<file path="config.mk">
export PLATFORM = sky130hd
export DESIGN_NAME = journal_transaction_controller_flat
export DESIGN_NICKNAME = d
export VERILOG_FILES = /design/src/hw/rtl/jtc_pkg.sv /design/src/hw/rtl/jtc_ifs.sv /design/src/hw/rtl/journal_transaction_controller.sv /design/src/hw/rtl/jtc_cfg.sv /design/src/hw/rtl/jtc_ctrl.sv /design/src/hw/rtl/jtc_dp.sv /design/src/flat_wrapper.sv
export SDC_FILE = /design/constraint.sdc
export NUM_CORES = 2
export LEC_CHECK = 0
export BUFFER_PORTS_ARGS = -buffer_cell sky130_fd_sc_hd__buf_2
export CORE_ASPECT_RATIO = 0.5
export CORE_MARGIN = 5
export CORE_UTILIZATION = 57
export CTS_BUF_LIST = sky130_fd_sc_hd__clkbuf_8
export DETAILED_ROUTE_END_ITERATION = 16
export PLACE_DENSITY = 0.84
export SLEW_MARGIN = 10
export SYNTH_ARGS = -nofsm -noshare
export SYNTH_HDL_FRONTEND = slang
export SYNTH_HIERARCHICAL = 1
export SYNTH_SLANG_ARGS = --single-unit
</file>
<file path="constraint.sdc">
create_clock -name clk -period 6.1 [get_ports clk]
set_input_delay 0.915 -clock clk [delete_from_list [all_inputs] [get_ports clk]]
set_output_delay 0.915 -clock clk [all_outputs]
set_load 0.01 [all_outputs]
</file>
<file path="src/hw/rtl/jtc_pkg.sv">
`default_nettype none
package jtc_pkg;

  // Fixed field widths
  localparam int BLK_W  = 32;
  localparam int KIND_W = 2;
  localparam int STAT_W = 3;
  localparam int SLOT_W = 6;
  localparam int OPEN_W = 7;
  localparam int MAXB_W = 7;
  localparam int CFG_AW = 3;
  localparam int CFG_DW = 32;

  // Admission arithmetic: count + (open + 1) * max_blocks
  localparam int NEED_W = 15;

  localparam logic [OPEN_W-1:0] OPEN_LIMIT = 7'd64;
  localparam logic [MAXB_W-1:0] MAXB_RESET = 7'd10;

  // Register map, selected by paddr bit 2
  typedef enum logic {
    REG_MAX_BLOCKS    = 1'b0,
    REG_JOURNAL_START = 1'b1
  } cfg_reg_t;

  typedef enum logic [KIND_W-1:0] {
    KIND_BEGIN  = 2'd0,
    KIND_END    = 2'd1,
    KIND_WRITE  = 2'd2,
    KIND_COMMIT = 2'd3
  } kind_t;

  typedef enum logic [STAT_W-1:0] {
    ST_OK            = 3'd0,
    ST_WAIT          = 3'd1,
    ST_FULL          = 3'd2,
    ST_OUTSIDE       = 3'd3,
    ST_END_IN_COMMIT = 3'd4,
    ST_UNEXPECTED    = 3'd5
  } status_t;

  typedef enum logic [2:0] {
    S_IDLE,
    S_EXEC,
    S_SRCH,
    S_HIT,
    S_MISS,
    S_LIST
  } state_t;

  // Datapath to controller
  typedef struct packed {
    kind_t kind;
    logic  committing;
    logic  open_zero;
    logic  open_one;
    logic  open_max;
    logic  entry_zero;
    logic  entry_full;
    logic  room_ok;
    logic  hit;
    logic  at_end;
    logic  out_free;
  } jtc_stat_t;

  // Controller to datapath
  typedef struct packed {
    logic    take;
    logic    idx_inc;
    logic    out_load;
    status_t status;
    logic    new_entry;
    logic    copy;
    logic    last;
    logic    open_inc;
    logic    open_dec;
    logic    commit_start;
    logic    commit_end;
    logic    append;
  } jtc_cmd_t;

  // Result beat payload
  typedef struct packed {
    status_t             status;
    logic                new_entry;
    logic                copy_valid;
    logic [SLOT_W-1:0]   journal_slot;
    logic [BLK_W-1:0]    journal_address;
    logic [BLK_W-1:0]    home_block;
    logic                last;
    logic [BLK_W-1:0]    commit_count;
    logic                commit_running;
    logic [OPEN_W-1:0]   open_operations;
    logic [OPEN_W-1:0]   logged_count;
  } jtc_res_t;

endpackage
`default_nettype wire

</file>
<file path="src/hw/rtl/jtc_ifs.sv">
`default_nettype none
// Input event channel
interface jtc_in_if;
  logic        valid;
  logic        ready;
  logic [1:0]  kind;
  logic [31:0] block_number;

  modport source (output valid, kind, block_number, input ready);
  modport sink   (input valid, kind, block_number, output ready);
endinterface

// Result channel
interface jtc_out_if;
  logic        valid;
  logic        ready;
  logic [2:0]  status;
  logic        new_entry;
  logic        copy_valid;
  logic [5:0]  journal_slot;
  logic [31:0] journal_address;
  logic [31:0] home_block;
  logic        last;
  logic [31:0] commit_count;
  logic        commit_running;
  logic [6:0]  open_operations;
  logic [6:0]  logged_count;

  modport source (output valid, status, new_entry, copy_valid, journal_slot, journal_address,
                  home_block, last, commit_count, commit_running, open_operations,
                  logged_count, input ready);
  modport sink   (input valid, status, new_entry, copy_valid, journal_slot, journal_address,
                  home_block, last, commit_count, commit_running, open_operations,
                  logged_count, output ready);
endinterface
`default_nettype wire

</file>
<file path="src/hw/rtl/journal_transaction_controller.sv">
// Flow: a single-beat event (begin, end, commit finished, errors) is captured into the held event
// register, then loads the result register from the decode state once that is free; a block write
// walks the table (one table compare a cycle) to a hit or miss state; a commit listing gives one
// copy beat a cycle per logged entry, sink ready. One event at a time: the next is taken again
// from idle only after the last result of the current one is loaded.
// Synchronous active-low reset: counters, commit flag, result valid, sequencer, config defaults.
`default_nettype none
module journal_transaction_controller
  import jtc_pkg::*;
#(
  parameter int LOG_ENTRIES = 30
) (
  input  wire logic              clk,
  input  wire logic              rst_n,
  jtc_in_if.sink                 in_if,
  jtc_out_if.source              out_if,
  input  wire logic              cfg_psel,
  input  wire logic              cfg_penable,
  input  wire logic              cfg_pwrite,
  input  wire logic [CFG_AW-1:0] cfg_paddr,
  input  wire logic [CFG_DW-1:0] cfg_pwdata,
  output logic      [CFG_DW-1:0] cfg_prdata,
  output logic                   cfg_pready
);

  jtc_cmd_t          cmd;
  jtc_stat_t         stat;
  jtc_res_t          res;
  logic [MAXB_W-1:0] max_blocks;
  logic [BLK_W-1:0]  journal_start;
  logic              in_ready;
  logic              out_valid;

  jtc_cfg u_cfg (
    .clk           (clk),
    .rst_n         (rst_n),
    .psel          (cfg_psel),
    .penable       (cfg_penable),
    .pwrite        (cfg_pwrite),
    .paddr         (cfg_paddr),
    .pwdata        (cfg_pwdata),
    .prdata        (cfg_prdata),
    .pready        (cfg_pready),
    .max_blocks    (max_blocks),
    .journal_start (journal_start)
  );

  jtc_ctrl u_ctrl (
    .clk      (clk),
    .rst_n    (rst_n),
    .in_valid (in_if.valid),
    .in_ready (in_ready),
    .stat     (stat),
    .cmd      (cmd)
  );

  jtc_dp #(
    .LOG_ENTRIES (LOG_ENTRIES)
  ) u_dp (
    .clk             (clk),
    .rst_n           (rst_n),
    .in_kind         (in_if.kind),
    .in_block_number (in_if.block_number),
    .max_blocks      (max_blocks),
    .journal_start   (journal_start),
    .cmd             (cmd),
    .stat            (stat),
    .out_valid       (out_valid),
    .out_ready       (out_if.ready),
    .res             (res)
  );

  // channel hookup
  assign in_if.ready            = in_ready;
  assign out_if.valid           = out_valid;
  assign out_if.status          = res.status;
  assign out_if.new_entry       = res.new_entry;
  assign out_if.copy_valid      = res.copy_valid;
  assign out_if.journal_slot    = res.journal_slot;
  assign out_if.journal_address = res.journal_address;
  assign out_if.home_block      = res.home_block;
  assign out_if.last            = res.last;
  assign out_if.commit_count    = res.commit_count;
  assign out_if.commit_running  = res.commit_running;
  assign out_if.open_operations = res.open_operations;
  assign out_if.logged_count    = res.logged_count;

  // a commit only runs with every operation closed
  a_commit_closed: assert property (@(posedge clk) disable iff (!rst_n)
    stat.committing |-> stat.open_zero)
    else $error("commit running with open operations");

  // copy beats belong to a running commit
  a_copy_in_commit: assert property (@(posedge clk) disable iff (!rst_n)
    (out_if.valid && out_if.copy_valid) |-> (out_if.commit_running && out_if.status == ST_OK))
    else $error("copy beat outside a commit");

  // table never overfills
  a_table_bound: assert property (@(posedge clk) disable iff (!rst_n)
    out_if.valid |-> (out_if.logged_count <= OPEN_W'(LOG_ENTRIES)))
    else $error("logged count beyond table depth");

  // one event at a time
  a_one_event: assert property (@(posedge clk) disable iff (!rst_n)
    (in_if.valid && in_if.ready) |=> !in_if.ready)
    else $error("second event taken while busy");

endmodule
`default_nettype wire

</file>
<file path="src/hw/rtl/jtc_cfg.sv">
`default_nettype none
module jtc_cfg
  import jtc_pkg::*;
(
  input  wire logic              clk,
  input  wire logic              rst_n,
  input  wire logic              psel,
  input  wire logic              penable,
  input  wire logic              pwrite,
  input  wire logic [CFG_AW-1:0] paddr,
  input  wire logic [CFG_DW-1:0] pwdata,
  output logic      [CFG_DW-1:0] prdata,
  output logic                   pready,
  output logic      [MAXB_W-1:0] max_blocks,
  output logic      [BLK_W-1:0]  journal_start
);

  logic [MAXB_W-1:0] max_r, max_nxt;
  logic [BLK_W-1:0]  start_r, start_nxt;
  cfg_reg_t          reg_sel;
  logic              wr_en;

  assign pready  = 1'b1;
  assign reg_sel = cfg_reg_t'(paddr[CFG_AW-1]);
  assign wr_en   = psel && penable && pwrite;

  // register write decode
  always_comb begin
    max_nxt   = max_r;
    start_nxt = start_r;
    if (wr_en) begin
      unique case (reg_sel)
        REG_MAX_BLOCKS:    max_nxt   = pwdata[MAXB_W-1:0];
        REG_JOURNAL_START: start_nxt = pwdata[BLK_W-1:0];
      endcase
    end
  end

  always_ff @(posedge clk) begin
    if (!rst_n) begin
      max_r   <= MAXB_RESET;
      start_r <= '0;
    end else begin
      max_r   <= max_nxt;
      start_r <= start_nxt;
    end
  end

  // read mux
  always_comb begin
    unique case (reg_sel)
      REG_MAX_BLOCKS:    prdata = {{(CFG_DW-MAXB_W){1'b0}}, max_r};
      REG_JOURNAL_START: prdata = start_r;
    endcase
  end

  assign max_blocks    = max_r;
  assign journal_start = start_r;

endmodule
`default_nettype wire

</file>
<file path="src/hw/rtl/jtc_ctrl.sv">
`default_nettype none
module jtc_ctrl
  import jtc_pkg::*;
(
  input  wire logic      clk,
  input  wire logic      rst_n,
  input  wire logic      in_valid,
  output logic           in_ready,
  input  wire jtc_stat_t stat,
  output jtc_cmd_t       cmd
);

  state_t state_r, state_nxt;

  always_ff @(posedge clk) begin
    if (!rst_n) begin
      state_r <= S_IDLE;
    end else begin
      state_r <= state_nxt;
    end
  end

  // next state and commands
  always_comb begin
    state_nxt  = state_r;
    cmd        = '0;
    cmd.status = ST_OK;
    in_ready   = 1'b0;
    unique case (state_r)
      S_IDLE: begin
        in_ready = 1'b1;
        if (in_valid) begin
          cmd.take  = 1'b1;
          state_nxt = S_EXEC;
        end
      end

      // decode the held event once the result register is free
      S_EXEC: begin
        if (stat.out_free) begin
          state_nxt = S_IDLE;
          cmd.last  = 1'b1;
          unique case (stat.kind)
            KIND_BEGIN: begin
              cmd.out_load = 1'b1;
              if (stat.committing || stat.open_max || !stat.room_ok) begin
                cmd.status = ST_WAIT;
              end else begin
                cmd.open_inc = 1'b1;
              end
            end
            KIND_END: begin
              priority if (stat.committing) begin
                cmd.out_load = 1'b1;
                cmd.status   = ST_END_IN_COMMIT;
              end else if (stat.open_zero) begin
                cmd.out_load = 1'b1;
                cmd.status   = ST_UNEXPECTED;
              end else if (!stat.open_one) begin
                cmd.out_load = 1'b1;
                cmd.open_dec = 1'b1;
              end else begin
                // last operation closes: commit starts
                cmd.open_dec     = 1'b1;
                cmd.commit_start = 1'b1;
                if (stat.entry_zero) begin
                  cmd.out_load = 1'b1;
                end else begin
                  cmd.last  = 1'b0;
                  state_nxt = S_LIST;
                end
              end
            end
            KIND_WRITE: begin
              priority if (stat.entry_full) begin
                cmd.out_load = 1'b1;
                cmd.status   = ST_FULL;
              end else if (stat.open_zero) begin
                cmd.out_load = 1'b1;
                cmd.status   = ST_OUTSIDE;
              end else if (stat.entry_zero) begin
                cmd.last  = 1'b0;
                state_nxt = S_MISS;
              end else begin
                cmd.last  = 1'b0;
                state_nxt = S_SRCH;
              end
            end
            KIND_COMMIT: begin
              cmd.out_load = 1'b1;
              if (!stat.committing) begin
                cmd.status = ST_UNEXPECTED;
              end else begin
                cmd.commit_end = 1'b1;
              end
            end
          endcase
        end
      end

      // one table entry compared per cycle
      S_SRCH: begin
        priority if (stat.hit) begin
          state_nxt = S_HIT;
        end else if (stat.at_end) begin
          state_nxt = S_MISS;
        end else begin
          cmd.idx_inc = 1'b1;
        end
      end

      S_HIT: begin
        if (stat.out_free) begin
          cmd.out_load = 1'b1;
          cmd.last     = 1'b1;
          state_nxt    = S_IDLE;
        end
      end

      S_MISS: begin
        if (stat.out_free) begin
          cmd.out_load  = 1'b1;
          cmd.last      = 1'b1;
          cmd.new_entry = 1'b1;
          cmd.append    = 1'b1;
          state_nxt     = S_IDLE;
        end
      end

      // one copy beat per logged entry
      S_LIST: begin
        if (stat.out_free) begin
          cmd.out_load = 1'b1;
          cmd.copy     = 1'b1;
          if (stat.at_end) begin
            cmd.last  = 1'b1;
            state_nxt = S_IDLE;
          end else begin
            cmd.idx_inc = 1'b1;
          end
        end
      end

      default: state_nxt = S_IDLE;
    endcase
  end

endmodule
`default_nettype wire

</file>
<file path="src/hw/rtl/jtc_dp.sv">
`default_nettype none
module jtc_dp
  import jtc_pkg::*;
#(
  parameter int LOG_ENTRIES = 30
) (
  input  wire logic              clk,
  input  wire logic              rst_n,
  input  wire logic [KIND_W-1:0] in_kind,
  input  wire logic [BLK_W-1:0]  in_block_number,
  input  wire logic [MAXB_W-1:0] max_blocks,
  input  wire logic [BLK_W-1:0]  journal_start,
  input  wire jtc_cmd_t          cmd,
  output jtc_stat_t              stat,
  output logic                   out_valid,
  input  wire logic              out_ready,
  output jtc_res_t               res
);

  localparam int IDX_W = (LOG_ENTRIES > 1) ? $clog2(LOG_ENTRIES) : 1;
  localparam int CNT_W = $clog2(LOG_ENTRIES + 1);

  // held event
  kind_t              kind_r;
  logic [BLK_W-1:0]   blk_r;

  // journal state
  logic [CNT_W-1:0]   cnt_r, cnt_nxt;
  logic [OPEN_W-1:0]  open_r, open_nxt;
  logic               com_r, com_nxt;
  logic [BLK_W-1:0]   done_r, done_nxt;

  // table walk
  logic [IDX_W-1:0]   idx_r;
  logic [IDX_W-1:0]   rd_addr;
  logic [BLK_W-1:0]   rd_data_r;
  logic [BLK_W-1:0]   mem [LOG_ENTRIES];

  // result register
  logic               out_valid_r;
  jtc_res_t           res_r;
  logic [SLOT_W-1:0]  slot;
  logic [NEED_W-1:0]  need;

  always_ff @(posedge clk) begin
    if (cmd.take) begin
      kind_r <= kind_t'(in_kind);
      blk_r  <= in_block_number;
    end
  end

  // walk index; the read address runs one ahead on an advance
  always_ff @(posedge clk) begin
    if (cmd.take) begin
      idx_r <= '0;
    end else if (cmd.idx_inc) begin
      idx_r <= idx_r + IDX_W'(1);
    end
  end

  assign rd_addr = cmd.idx_inc ? (idx_r + IDX_W'(1)) : idx_r;

  // block table
  always_ff @(posedge clk) begin
    if (cmd.append) begin
      mem[cnt_r[IDX_W-1:0]] <= blk_r;
    end
    rd_data_r <= mem[rd_addr];
  end

  // state updates
  always_comb begin
    cnt_nxt  = cnt_r;
    open_nxt = open_r;
    com_nxt  = com_r;
    done_nxt = done_r;
    if (cmd.append)       cnt_nxt  = cnt_r + CNT_W'(1);
    if (cmd.open_inc)     open_nxt = open_r + OPEN_W'(1);
    if (cmd.open_dec)     open_nxt = open_r - OPEN_W'(1);
    if (cmd.commit_start) com_nxt  = 1'b1;
    if (cmd.commit_end) begin
      cnt_nxt  = '0;
      com_nxt  = 1'b0;
      done_nxt = done_r + BLK_W'(1);
    end
  end

  always_ff @(posedge clk) begin
    if (!rst_n) begin
      cnt_r  <= '0;
      open_r <= '0;
      com_r  <= 1'b0;
      done_r <= '0;
    end else begin
      cnt_r  <= cnt_nxt;
      open_r <= open_nxt;
      com_r  <= com_nxt;
      done_r <= done_nxt;
    end
  end

  // admission: entries + (open + 1) * worst case must fit
  assign need = NEED_W'(cnt_r)
              + (NEED_W'(open_r) + NEED_W'(1)) * NEED_W'(max_blocks);

  always_comb begin
    stat.kind       = kind_r;
    stat.committing = com_r;
    stat.open_zero  = (open_r == '0);
    stat.open_one   = (open_r == OPEN_W'(1));
    stat.open_max   = (open_r >= OPEN_LIMIT);
    stat.entry_zero = (cnt_r == '0);
    stat.entry_full = (cnt_r >= CNT_W'(LOG_ENTRIES));
    stat.room_ok    = (need <= NEED_W'(LOG_ENTRIES));
    stat.hit        = (rd_data_r == blk_r);
    stat.at_end     = ((CNT_W'(idx_r) + CNT_W'(1)) == cnt_r);
    stat.out_free   = !out_valid_r || out_ready;
  end

  // result beat
  assign slot = cmd.copy ? SLOT_W'(idx_r) : '0;

  always_ff @(posedge clk) begin
    if (!rst_n) begin
      out_valid_r <= 1'b0;
    end else if (cmd.out_load) begin
      out_valid_r <= 1'b1;
    end else if (out_ready) begin
      out_valid_r <= 1'b0;
    end
  end

  always_ff @(posedge clk) begin
    if (cmd.out_load) begin
      res_r.status          <= cmd.status;
      res_r.new_entry       <= cmd.new_entry;
      res_r.copy_valid      <= cmd.copy;
      res_r.journal_slot    <= slot;
      res_r.journal_address <= cmd.copy ? (journal_start + BLK_W'(slot) + BLK_W'(1)) : '0;
      res_r.home_block      <= cmd.copy ? rd_data_r : '0;
      res_r.last            <= cmd.last;
      res_r.commit_count    <= done_nxt;
      res_r.commit_running  <= com_nxt;
      res_r.open_operations <= open_nxt;
      res_r.logged_count    <= OPEN_W'(cnt_nxt);
    end
  end

  assign out_valid = out_valid_r;
  assign res       = res_r;

endmodule
`default_nettype wire
</file>
<file path="src/flat_wrapper.sv">
// flat-port wrapper written by rule: the top's interface ports become plain ports
module journal_transaction_controller_flat import jtc_pkg::*;
#(
  parameter int LOG_ENTRIES = 30
)
  (clk, rst_n, cfg_psel, cfg_penable, cfg_pwrite, cfg_paddr, cfg_pwdata, cfg_prdata, cfg_pready, in_if_valid, in_if_kind, in_if_block_number, in_if_ready, out_if_valid, out_if_status, out_if_new_entry, out_if_copy_valid, out_if_journal_slot, out_if_journal_address, out_if_home_block, out_if_last, out_if_commit_count, out_if_commit_running, out_if_open_operations, out_if_logged_count, out_if_ready);
  jtc_in_if in_if_i ();
  jtc_out_if out_if_i ();
  input  wire logic clk;
  input  wire logic rst_n;
  input  wire logic cfg_psel;
  input  wire logic cfg_penable;
  input  wire logic cfg_pwrite;
  input  wire logic [CFG_AW-1:0] cfg_paddr;
  input  wire logic [CFG_DW-1:0] cfg_pwdata;
  output logic      [CFG_DW-1:0] cfg_prdata;
  output logic cfg_pready;
  input wire logic [$bits(in_if_i.valid)-1:0] in_if_valid;
  input wire logic [$bits(in_if_i.kind)-1:0] in_if_kind;
  input wire logic [$bits(in_if_i.block_number)-1:0] in_if_block_number;
  output wire logic [$bits(in_if_i.ready)-1:0] in_if_ready;
  output wire logic [$bits(out_if_i.valid)-1:0] out_if_valid;
  output wire logic [$bits(out_if_i.status)-1:0] out_if_status;
  output wire logic [$bits(out_if_i.new_entry)-1:0] out_if_new_entry;
  output wire logic [$bits(out_if_i.copy_valid)-1:0] out_if_copy_valid;
  output wire logic [$bits(out_if_i.journal_slot)-1:0] out_if_journal_slot;
  output wire logic [$bits(out_if_i.journal_address)-1:0] out_if_journal_address;
  output wire logic [$bits(out_if_i.home_block)-1:0] out_if_home_block;
  output wire logic [$bits(out_if_i.last)-1:0] out_if_last;
  output wire logic [$bits(out_if_i.commit_count)-1:0] out_if_commit_count;
  output wire logic [$bits(out_if_i.commit_running)-1:0] out_if_commit_running;
  output wire logic [$bits(out_if_i.open_operations)-1:0] out_if_open_operations;
  output wire logic [$bits(out_if_i.logged_count)-1:0] out_if_logged_count;
  input wire logic [$bits(out_if_i.ready)-1:0] out_if_ready;
  assign in_if_i.valid = in_if_valid;
  assign in_if_i.kind = in_if_kind;
  assign in_if_i.block_number = in_if_block_number;
  assign in_if_ready = in_if_i.ready;
  assign out_if_valid = out_if_i.valid;
  assign out_if_status = out_if_i.status;
  assign out_if_new_entry = out_if_i.new_entry;
  assign out_if_copy_valid = out_if_i.copy_valid;
  assign out_if_journal_slot = out_if_i.journal_slot;
  assign out_if_journal_address = out_if_i.journal_address;
  assign out_if_home_block = out_if_i.home_block;
  assign out_if_last = out_if_i.last;
  assign out_if_commit_count = out_if_i.commit_count;
  assign out_if_commit_running = out_if_i.commit_running;
  assign out_if_open_operations = out_if_i.open_operations;
  assign out_if_logged_count = out_if_i.logged_count;
  assign out_if_i.ready = out_if_ready;
  journal_transaction_controller #(.LOG_ENTRIES(LOG_ENTRIES)) u_core (.clk(clk), .rst_n(rst_n), .in_if(in_if_i), .out_if(out_if_i), .cfg_psel(cfg_psel), .cfg_penable(cfg_penable), .cfg_pwrite(cfg_pwrite), .cfg_paddr(cfg_paddr), .cfg_pwdata(cfg_pwdata), .cfg_prdata(cfg_prdata), .cfg_pready(cfg_pready));
endmodule
</file>
==> results.cfg <==
[status]
run_status = finished with violations
failed_checks = negative setup slack

[yosys]
synth.area.top_cells = edfxtp_1 65%, mux4_2 8.6%, dfxtp_1 4.9%
synth_top_area_share_pct = 65.4
synth-edff-count = 1114
synth_cell_types = 75
synthArstFlopShare_pct = 0
synth_seq_cells = 1239
netlist_area_um2 = 51100
yosys_warnings = 6
synthFlopType = edfxtp_1
avgSynthCellArea_um2 = 17.0
syn_inst = 3000
synth_area_leader_cell = edfxtp_1
ys_seq_area_share_pct = 70.3

[setup_path]
end_kind = register
crit_required_ns = 6.68
path_max_fanout = 4
start_kind = register
crit_type = reg2reg
worst-endpoint-arrival_ns = 6.73

[place]
io_buffers = 227
dp_hpwl_mm = 77.7
dpl_cell_area_um2 = 54400
gpl.final_weighted_congestion = 0.882
dp_cells = 4405

[power]
ir_drop_mv = 0.236
power.leakage_uw = 0.0202
p_per_area_nw_per_um2 = 278

[flow_run]
cap_violations = 0

[floorplanning]
start_util_pct = 57.7
fp.dieH_um = 222
rows = 77
core_area_um2 = 88600
die_width_um = 434
ios = 234
fp.dieArea_um2 = 96200

[sta]
fin_crit_sh_pct = 101
fin_crit_ns = 6.15
fin_skew_ns = 0.0437
slew_violations = 0
setup_viol = 8
rsz0062_at_grt = yes
hold_violations = 0
relSlewSlack_pct = 21.0
tightest_slew_ns = 1.18
finalWorstSetupSlack_ns = -0.0470
clock.fmax_mhz = 163

[route]
vias = 29963
finalWirelength_mm = 130
drtIter0Drc = 3997
viasPerCell = 6.35
ant_nets = 0
drt_pass1_iterations = 8
wl_per_cell_um = 27.6
drc = 0

[grt]
track_usage_pct = 26.9
antenna_found_initial = 2
grt_pass1_wl_mm = 191
first_global_vias = 30146
grt_max_degree = 66
grt_overflow = 0

[cells_and_area]
mostFrequentLayoutCell = edfxtp_1
final_area_um2 = 57800
drive_gt1_share_pct = 25.7
fin_util_pct = 65.2
num_antenna_cells = 0
layout_common_cells = 1114 x edfxtp_1, 226 x buf_2, 195 x nand2_1, 195 x mux4_2, 171 x clkbuf_8
area_growth_pct = 13.0
fin_nets = 3564
final_cell_count_no_fill = 4721

[clocking]
cts_tree = yes
clock-sinks = 1239
h-tree-depth = 4
clk_latency_ns = 0.88
numCtsBuffers = 165
holdBufCountCts = 0
clk_path_buf_depth = 3
cts-root-buf = clkbuf_8
clkTransAtPathRegs_ns = 0.07

[hold_path]
min_path_type = in2reg
## through the flow
step,hold slack (ns),setup slack (ns),TNS (ns),power (µW)
4_1_cts,0.136,0.0169,0,16100
5_1_grt,0.162,-0.318,-3.78,16700
2_1_floorplan,0.443,0.0662,0,10000
6_report,0.221,-0.0470,-0.233,16100
3_5_place_dp,0.470,-0.682,-8.36,10300
3_3_place_gp,0.457,-0.665,-8.08,10300
## area by class of cell
cell class                      count  area [µm²]
Sequential cell                  1239       36000
Fill cell                        5622       30800
Multi-Input combinational cell   1529       14500
Timing Repair Buffer              386        2440
Clock buffer                      171        2350
Tap cell                         1185        1480
Clock inverter                    137         734
Inverter                           74         278
## registers in the layout, indices dropped and copies added, names as in the netlist, 7 cells and up
signal and flops:
u_core/u_cfg/journal_start 32, u_core/u_dp/blk_r 32, u_core/u_dp/rd_data_r 32, u_core/u_cfg/max_blocks 7, u_core/u_dp/open_r 7, u_core/u_dp/res 120, u_core/u_dp/mem 960, u_core/u_dp/done_r 32
## layer usage
metal	vias to the layer above	share of wire [%]	global-route usage [%]
met3	369	14	7.60
met2	2231	46	41.5
met4	0	4.3	11.3
met5	-	0	0
met1	14931	36	36.4
li1	12432	-	-
## kinds of logic (layout without fill, tap and decap cells)
kind of cell | after synthesis | after routing | synth area share (%)
mux | 372 | 372 | 12.1
other cells | 2 | 4 | 0.0147
fa+ha+maj | 93 | 93 | 2.79
flops | 1239 | 1239 | 70.3
compound gates | 281 | 281 | 3.85
buf+inv | 234 | 768 | 2.38
simple gates | 664 | 664 | 6.59
xor+xnor | 115 | 115 | 1.98
## repair_timing
action / 4_1_cts / 5_1_grt
setup buffers: 2 / 7
resized for setup: 27 / 29
pin swaps: 14 / 25
setup endpoints to repair: 15 / 34
## power by group
part           total [µW]  leakage (µW)  internal (µW)  switching, µW
Sequential           9520        0.0111           9420           94.5
Clock                5920       0.00184           2780           3140
Combinational         645       0.00723            223            422
## final timing paths
check | from | endpoint | slack (ns) | depth (start not counted)
setup reg to reg | u_core/u_dp/open_r[0]$_SDFF_PN0_ | u_core/u_dp/res[12]$_DFFE_PP_ | -0.05 | 26
hold / removal | in_if_block_number[6] | u_core/u_dp/blk_r[6]$_DFFE_PP_ | 0.22 | 1
setup / recovery | u_core/u_dp/open_r[0]$_SDFF_PN0_ | u_core/u_dp/res[12]$_DFFE_PP_ | -0.05 | 26
hold reg to reg | u_core/u_cfg/journal_start[27]$_SDFFE_PN0P_ | u_core/u_cfg/journal_start[27]$_SDFFE_PN0P_ | 0.48 | 2
## critical path, stage by stage, from the launching register on
cell      delay [ns]
dfxtp_4         0.37
ha_4            0.16
nand3_2         0.08
or2_4           0.29
xor2_4          0.16
buf_4           0.15
buf_4           0.12
nor2b_2         0.14
fa_1            0.43
fa_1            0.56
inv_1           0.06
fa_1            0.53
inv_1           0.04
ha_1            0.32
ha_4            0.26
o21ai_1         0.12
a21oi_1         0.09
a211oi_2        0.26
nand4_1         0.13
or3_4           0.42
nor4_4          0.22
nor3b_4         0.26
nand2_2         0.09
nor2_4          0.14
nor2b_4         0.22
a21oi_2         0.09
xnor2_1         0.15
## cell usage after synthesis (all sizes together) (29+ instances only)
master	instances
a21oi	85
dfxtp	125
nor2b	40
edfxtp	1114
a32o	29
fa	35
nor2	114
nand3	39
ha	58
clkbuf	76
nor3	52
xor2	61
xnor2	54
inv	74
and2	126
o22ai	61
nand2	196
buf	84
a221o	30
mux2i	163
mux4	195
Note: power is estimated with default switching activity, not from simulation.
